[config.mk]
export PLATFORM = sky130hd
export DESIGN_NAME = bcm_ram
export DESIGN_NICKNAME = d
export VERILOG_FILES = /design/src/sv/bcm_ram.sv
export SDC_FILE = /design/constraint.sdc
export NUM_CORES = 1
export LEC_CHECK = 0
export ABC_AREA = 1
export ABC_CLOCK_PERIOD_IN_PS = 2300
export BUFFER_PORTS_ARGS = -buffer_cell sky130_fd_sc_hd__buf_2
export CAP_MARGIN = 10
export CORE_MARGIN = 2
export CORE_UTILIZATION = 53
export CTS_CLUSTER_DIAMETER = 120
export DETAILED_ROUTE_END_ITERATION = 10
export PLACE_DENSITY_LB_ADDON = 0.12
export SYNTH_ARGS = -nofsm -noshare
export SYNTH_HDL_FRONTEND = slang
export SYNTH_SLANG_ARGS = --single-unit
[constraint.sdc]
create_clock -name clk -period 2.3 [get_ports clk]
set_clock_uncertainty 0.15 [all_clocks]
set_input_delay 0.46 -clock clk [delete_from_list [all_inputs] [get_ports clk]]
set_output_delay 0.46 -clock clk [all_outputs]
set_load 0.03 [all_outputs]
[src/sv/bcm_ram.sv]
// Simple dual-port RAM with one write port and a registered read port.
module bcm_ram #(
  parameter int W = 8,
  parameter int D = 2,
  parameter int AW = (D > 1) ? $clog2(D) : 1
) (
  input  logic          clk,
  input  logic          we,
  input  logic [AW-1:0] waddr,
  input  logic [W-1:0]  wdata,
  input  logic          re,
  input  logic [AW-1:0] raddr,
  output logic [W-1:0]  rdata
);

  logic [W-1:0] mem [D];

  always_ff @(posedge clk) begin
    if (we) begin
      mem[waddr] <= wdata;
    end
    if (re) begin
      rdata <= mem[raddr];
    end
  end

endmodule

Word-level counts from Yosys, hierarchy flattened
Memory sizes are Yosys's and may differ from the RTL's. A register that Yosys moved wholly into a read port is not among the register bits.
Cells that the tools add are included.
{ "classes": {"mux": 2} }
{ "op_table": {"columns": ["cell", "n"], "rows": [
  ["two-way mux 1 bit", 2]
]} }
{ "word_totals": {"regBits": 0, "ramBits": 16, "out_inout_bits": 8, "n_memories": 1, "elab_cells": 3} }
{ "memory_table": {"columns": ["memory", "words", "word_bits", "rd", "rd_clocked_by_memory_dff", "wr", "line", "rtl"], "rows": [
  ["mem", 2, 8, 1, 1, 1, "16", "logic [W-1:0] mem [D];"]
]} }

Logic depth before layout (Yosys ltp)
Gate-level depths: netlist of run 1.
{ "depth": {"ltp_word": 2, "ltp_mapped": 4, "mapped_depth_nobuf": 3} }

Worst setup path after synthesis of run 1
No wires, ideal clock.
{ "synth_timing": {"kind": "input to register", "start": "input port we", "end": "memory mem[0][0] (enable)", "path_stages": 2, "slack_ns": 0.930, "required_ns": 1.779, "arrival_ns": 0.849, "n_path_buf": 0, "cell_sequence": "inv_1 nor2_1"} }
{ "synth_via": {"elab_chain_cells": 2} }
{ "synth_rtl": {"columns": ["item", "line", "rtl"], "rows": [
  ["from (decl)", "8", "input logic we,"],
  ["two-way mux 1 bit", "19", "if (we) begin"],
  ["two-way mux 1 bit (not written as such)", "20", "mem[waddr] <= wdata;"],
  ["to (decl)", "16", null]
]} }
Every way passes these cells.

Worst setup path after layout of run 1
{ "layout_timing": {"start": "register rdata[4], read port of mem", "end": "output port rdata[4]"} }
{ "layout_lines": {"columns": ["item", "line", "rtl"], "rows": [
  ["from (decl)", "13", "output logic [W-1:0] rdata"]
]} }
No word-level cell between the ends.

==> flow_metrics.tcl, run 1 <==
set metrics [dict create \
    status "finished clean" \
    drtIter0Drc 5 \
    avgSynthCellArea_um2 15.6 \
    synthAdderAreaFrac_pct 0 \
    track_usage_pct 12.0 \
    rows 14 \
    h-tree-depth 1 \
    cp.required_ns 1.69 \
    cts_hold_buffers 0 \
    dp_slack_ns 0.723 \
    hold_path.class "in2reg" \
    critPathTopFamily "flip-flops" \
    post_cts_resize_count 0 \
    synth_compound_area_share_pct 0 \
    drv_slew 0 \
    cp_data_arrival_time_ns 0.86 \
    synthTopCellsByArea "edfxtp_1 86%, nand2_1 11%, buf_6 1.3%" \
    synthSimpleGateAreaFrac_pct 11.6 \
    initial_utilization_pct 56.5 \
    syn_nets 67 \
    crit_path_start_kind "flop" \
    gp_congestion 0.610 \
    synthArstFlopShare_pct 0 \
    synth_top_cell_area_share_pct 85.7 \
    nNetsFinal 91 \
    yosysSeqAreaShare_pct 85.7 \
    vias 435 \
    grt_max_degree 14 \
    portBuffers 20 \
    finalSetupViolations 0 \
    cp-end-kind "output port" \
    die_y_um 43.8 \
    muxShareOfSynthArea_pct 0 \
    first_pass_iters 4 \
    crit_buf_inv 1 \
    tritoncts "yes" \
    path_cells "buf_2" \
    die_w_um 43.8 \
    yosysWarnings 0 \
    max-vdd-ir-drop_uv 501 \
    cts.sinks 24 \
    fin_ws_ns 0.827 \
    synth_xor_area_share_pct 0 \
    rsz0062_at_grt "false" \
    cts_setup_buffers 0 \
    yosysTopAreaCell "edfxtp_1" \
    wl_mm 1.01 \
    power.density_nw_per_um2 780 \
    synth_cell_types 6 \
    fin_crit_sh_pct 64.1 \
    syn_area_um2 841 \
    synth_edf_count 24 \
    coreArea_um2 1490 \
    io_pins 21 \
    wl_per_cell_um 10.9 \
    worst_setup_hold_path_clk_slew_ns 0.12 \
    cts-root-buf "clkbuf_4" \
    drtAntennaViolNets 0 \
    slew_headroom_pct 59.8 \
    max-cap-violations 0 \
    cp_slowest_stage_delay_ns 0.38 \
    grt_pass1_vias 410 \
    criticalPathCategory "reg2out" \
    vias_per_cell 4.68 \
    syn-instance-count 54 \
    hold_viol 0 \
    grt-ovfl-total 0 \
    antenna_cells 0 \
    power_leakage_nw 0.416 \
    cts_buffers 3 \
    tns_ns 0 \
    synth_top_flop_cell "edfxtp_1" \
    tightest_slew_ns 0.600 \
    placed_cells 89 \
    synth_common_cells "25 x nand2_1, 24 x edfxtp_1, 2 x inv_1" \
    synth_top_family_by_area "simple AND/OR/NAND/NOR gates" \
    period_needed_ns 1.47 \
    clk_latency_ns 0.30 \
    clock_path_buffers 2 \
    area_delta_synth_final_pct 16.1 \
    antenna_found_initial 0 \
    fp.dieArea_um2 1920 \
    drc 0 \
    cp_slowest_cell "edfxtp_1" \
    crit_path_max_fanout 1 \
    synth-seq-cells 24 \
    synth.most_common_cell "nand2_1" \
    grt_first_pass_wirelength_mm 1.61 \
    max_freq_mhz 679 \
    layout.cells.non_filler 93 \
    drive_above_1_share_pct 31.2 \
]
[sequential cells by signal, indices dropped and copies added, names as in the netlist]
name   flops
rdata      8
mem       16
[through the flow]
stage | cell area, µm² | hold slack, ns | total power, mW | util [%]
after global placement | 950 | 0.347 | 0.598 | 63.8
after CTS | 976 | 0.174 | 0.775 | 65.5
after global routing | 976 | 0.171 | 0.796 | 65.5
after floorplan | 841 | 0.337 | 0.573 | -
after detailed placement | 950 | 0.349 | 0.600 | 63.8
final | 976 | 0.192 | 0.761 | 65.5
[layout by cell type (no fill, tap or decap)]
cell / netlist / layout
inv_1: 2 / 2
nand2_1: 25 / 25
clkinv_1: 0 / 1
edfxtp_1: 24 / 24
clkbuf_4: 0 / 3
buf_2: 0 / 20
inv_2: 1 / 1
nor2_1: 1 / 1
[power by group]
group          total, mW  leakage, nW  internal (mW)  switching (mW)
registers          0.522        0.230          0.516         0.00680
logic             0.0657        0.171         0.0201          0.0456
clock network      0.173       0.0154         0.0633           0.110
[path summary, 6_finish.rpt]
kind | from | to | slack (ns) | cells past startpoint
max | rdata[4]$_DFFE_PP_ | rdata[4] | 0.83 | 1
min | wdata[0] | mem[0][0]$_DFFE_PP_ | 0.19 | 1
max reg2reg | mem[0][2]$_DFFE_PP_ | rdata[2]$_DFFE_PP_ | 1.40 | 2
min reg2reg | mem[0][6]$_DFFE_PP_ | rdata[6]$_DFFE_PP_ | 0.37 | 2
[per-layer routing]
layer / wire, µm / vias to the layer above / share of wire, % / GRT usage, %
li1: - / 231 / - / -
met1: 429 / 186 / 42 / 15.1
met2: 508 / 18 / 50 / 18.8
met3: 72 / 0 / 7.1 / 2.92
met4: 0 / 0 / 0 / 7.27
met5: 0 / - / 0 / 0
[cells by family after synthesis]
logic type | count (synthesis)
simple gates | 26
buf+inv | 4
flops | 24
[area by class of cell]
type | instances | area (µm²)
clock buffer | 3 | 22.5
timing repair buffer | 20 | 100
fill | 112 | 513
inverter | 3 | 11.3
multi-input combinational | 26 | 97.6
tap | 16 | 20.0
clock inverter | 1 | 3.75
sequential | 24 | 721
Power figures use the tool's default switching activity.
==> run 2: changes to the inputs <==
ABC_CLOCK_PERIOD_IN_PS = 1200   (was 2300)
CORE_UTILIZATION = 44   (was 53)
clock period = 1.2 ns   (was 2.3 ns; I/O delays follow)
==> run 2 against run 1 <==
  * The flow now finishes with violations (negative setup slack)
  * Cell count up 19%
  * Critical path depth is the same
  * Hold slack got worse by 0.077 ns
  * Sequential power is 93% higher
  * Via count increased by 9.7%
  * Global-route usage decreased by 0.88 points
  * Critical endpoint is now rdata[1]
  * Critical path type unchanged
  * Core utilization decreased by 0.30 points
  * Routed wire length increased by 11%
  * Largest cell class unchanged
  * Register-to-register slack lost 1.1 ns
==> flow_metrics.tcl, run 2 (same netlist as run 1, synthesis figures left out) <==
set metrics [dict create \
    status "finished with violations" \
    violations "negative setup slack" \
    antenna_cells 0 \
    track_usage_pct 11.1 \
    grt_pass1_vias 437 \
    dp_hpwl_um 777 \
    path_cells "buf_6" \
    gp_congestion 0.630 \
    largest_reg_flops 16 \
    criticalPathCategory "reg2out" \
    max_freq_mhz 800 \
    drv_slew 0 \
    grt_max_degree 15 \
    layout.cells.non_filler 111 \
    reg_top3 "mem x16, rdata x8" \
    cp-end-kind "output port" \
    cts_setup_buffers 0 \
    postPlaceCellArea_um2 968 \
    portBuffers 20 \
    io_pins 21 \
    cp_slowest_stage_delay_ns 0.41 \
    initial_utilization_pct 47.7 \
    nNetsFinal 100 \
    area_delta_synth_final_pct 36.9 \
    fp.dieArea_um2 2280 \
    wl_per_cell_um 10.1 \
    coreArea_um2 1760 \
    top_register "mem" \
    critPathTopFamily "flip-flops" \
    crit_buf_inv 1 \
    hold_viol 0 \
    die_y_um 47.7 \
    placed_cells 99 \
    tightest_slew_ns 0.289 \
    most-common-layout-cells "25 x nand2_1, 24 x edfxtp_1, 12 x buf_2" \
    cts-root-buf "clkbuf_4" \
    vias_per_cell 4.30 \
    drtAntennaViolNets 0 \
    finalSetupViolations 8 \
    clock_path_buffers 2 \
    design_area_um2 1150 \
    r2r_slack_ns 0.30 \
    power.density_nw_per_um2 1510 \
    period_needed_ns 1.25 \
    drive_above_1_share_pct 30.2 \
    tritoncts "yes" \
    hold-worst-slack_ns 0.115 \
    clk_latency_ns 0.30 \
    cts.sinks 24 \
    cp.required_ns 0.81 \
    cp_slowest_cell "edfxtp_1" \
    layout_commonest_cell "nand2_1" \
    max-vdd-ir-drop_uv 921 \
    cp_data_arrival_time_ns 0.86 \
    grt_first_pass_wirelength_mm 1.70 \
    cts_buffers 3 \
    grt-ovfl-total 0 \
    drc 0 \
    hold_path.class "in2reg" \
    power_leakage_nw 0.484 \
    rows 15 \
    fin_ws_ns -0.0497 \
    fin_crit_sh_pct 104 \
    crit_path_start_kind "flop" \
    max-cap-violations 0 \
    fillers 147 \
    die_w_um 47.7 \
    tns_ns -0.300 \
    slew_headroom_pct 80.7 \
    vias 477 \
    drtIter0Drc 6 \
    first_pass_iters 3 \
    wl_mm 1.12 \
    antenna_found_initial 0 \
    crit_path_max_fanout 1 \
    worst_setup_hold_path_clk_slew_ns 0.12 \
    rsz0062_at_grt "true" \
    h-tree-depth 1 \
]
-- run 2: cell count changes in the layout (fill, tap and decap cells not counted) --
cell,delta
buf_2,-8
bufinv_16,+1
clkinv_1,-1
dlygate4sd3_1,+8
buf_4,+1
buf_6,+8
-- run 2: area by class of cell --
type	instances	area [µm²]	share of cell area, %
Tap cell	25	31.3	2.72
Multi-Input combinational cell	26	97.6	8.48
Clock inverter	1	30.0	2.61
Sequential cell	24	721	62.6
Inverter	3	11.3	0.978
Timing Repair Buffer	29	238	20.7
Clock buffer	3	22.5	1.96
-- run 2: metal layers --
layer	track usage, %	part of all wire, %	wire [µm]	vias up
met4	4.86	0	0	0
met1	13.0	43	481	212
li1	-	-	-	246
met2	19.7	52	585	19
met3	2.26	4.7	52	0
met5	0	0	0	-
-- run 2: report_power, final --
group,switching (mW),internal (mW),total [mW]
logic,0.0921,0.0794,0.171
clock network,0.219,0.337,0.557
registers,0.0177,0.989,1.01
-- run 2: final timing paths --
kind / startpoint / endpoint / cells after the start
worst max-delay path: rdata[1]$_DFFE_PP_ / rdata[1] / 1
worst min-delay path: re / rdata[5]$_DFFE_PP_ / 1
worst max register to register: mem[1][2]$_DFFE_PP_ / rdata[2]$_DFFE_PP_ / 2
worst min register to register: mem[0][4]$_DFFE_PP_ / rdata[4]$_DFFE_PP_ / 2
-- run 2: metrics by stage --
stage / utilization [%] / worst slack (ns) / total power [mW]
final: 65.2 / -0.0497 / 1.73
after global routing: 65.2 / -0.101 / 1.80
after CTS: 65.2 / -0.0518 / 1.75
after detailed placement: 54.9 / 0.113 / 1.15
after global placement: 54.9 / 0.130 / 1.15
after floorplan: - / 0.0501 / 1.10
-- run 2: what timing repair did --
action	4_1_cts	5_1_grt
hold buffers	8	0
endpoints found under the hold margin	16	0
setup endpoints to repair	8	8
gates resized for setup	16	0
-- run 2: worst register-to-register path: cells and delay by family, from the launching register on --
kind / cells / cell delay, ns
flops: 1 / 0.40
simple gates: 2 / 0.13
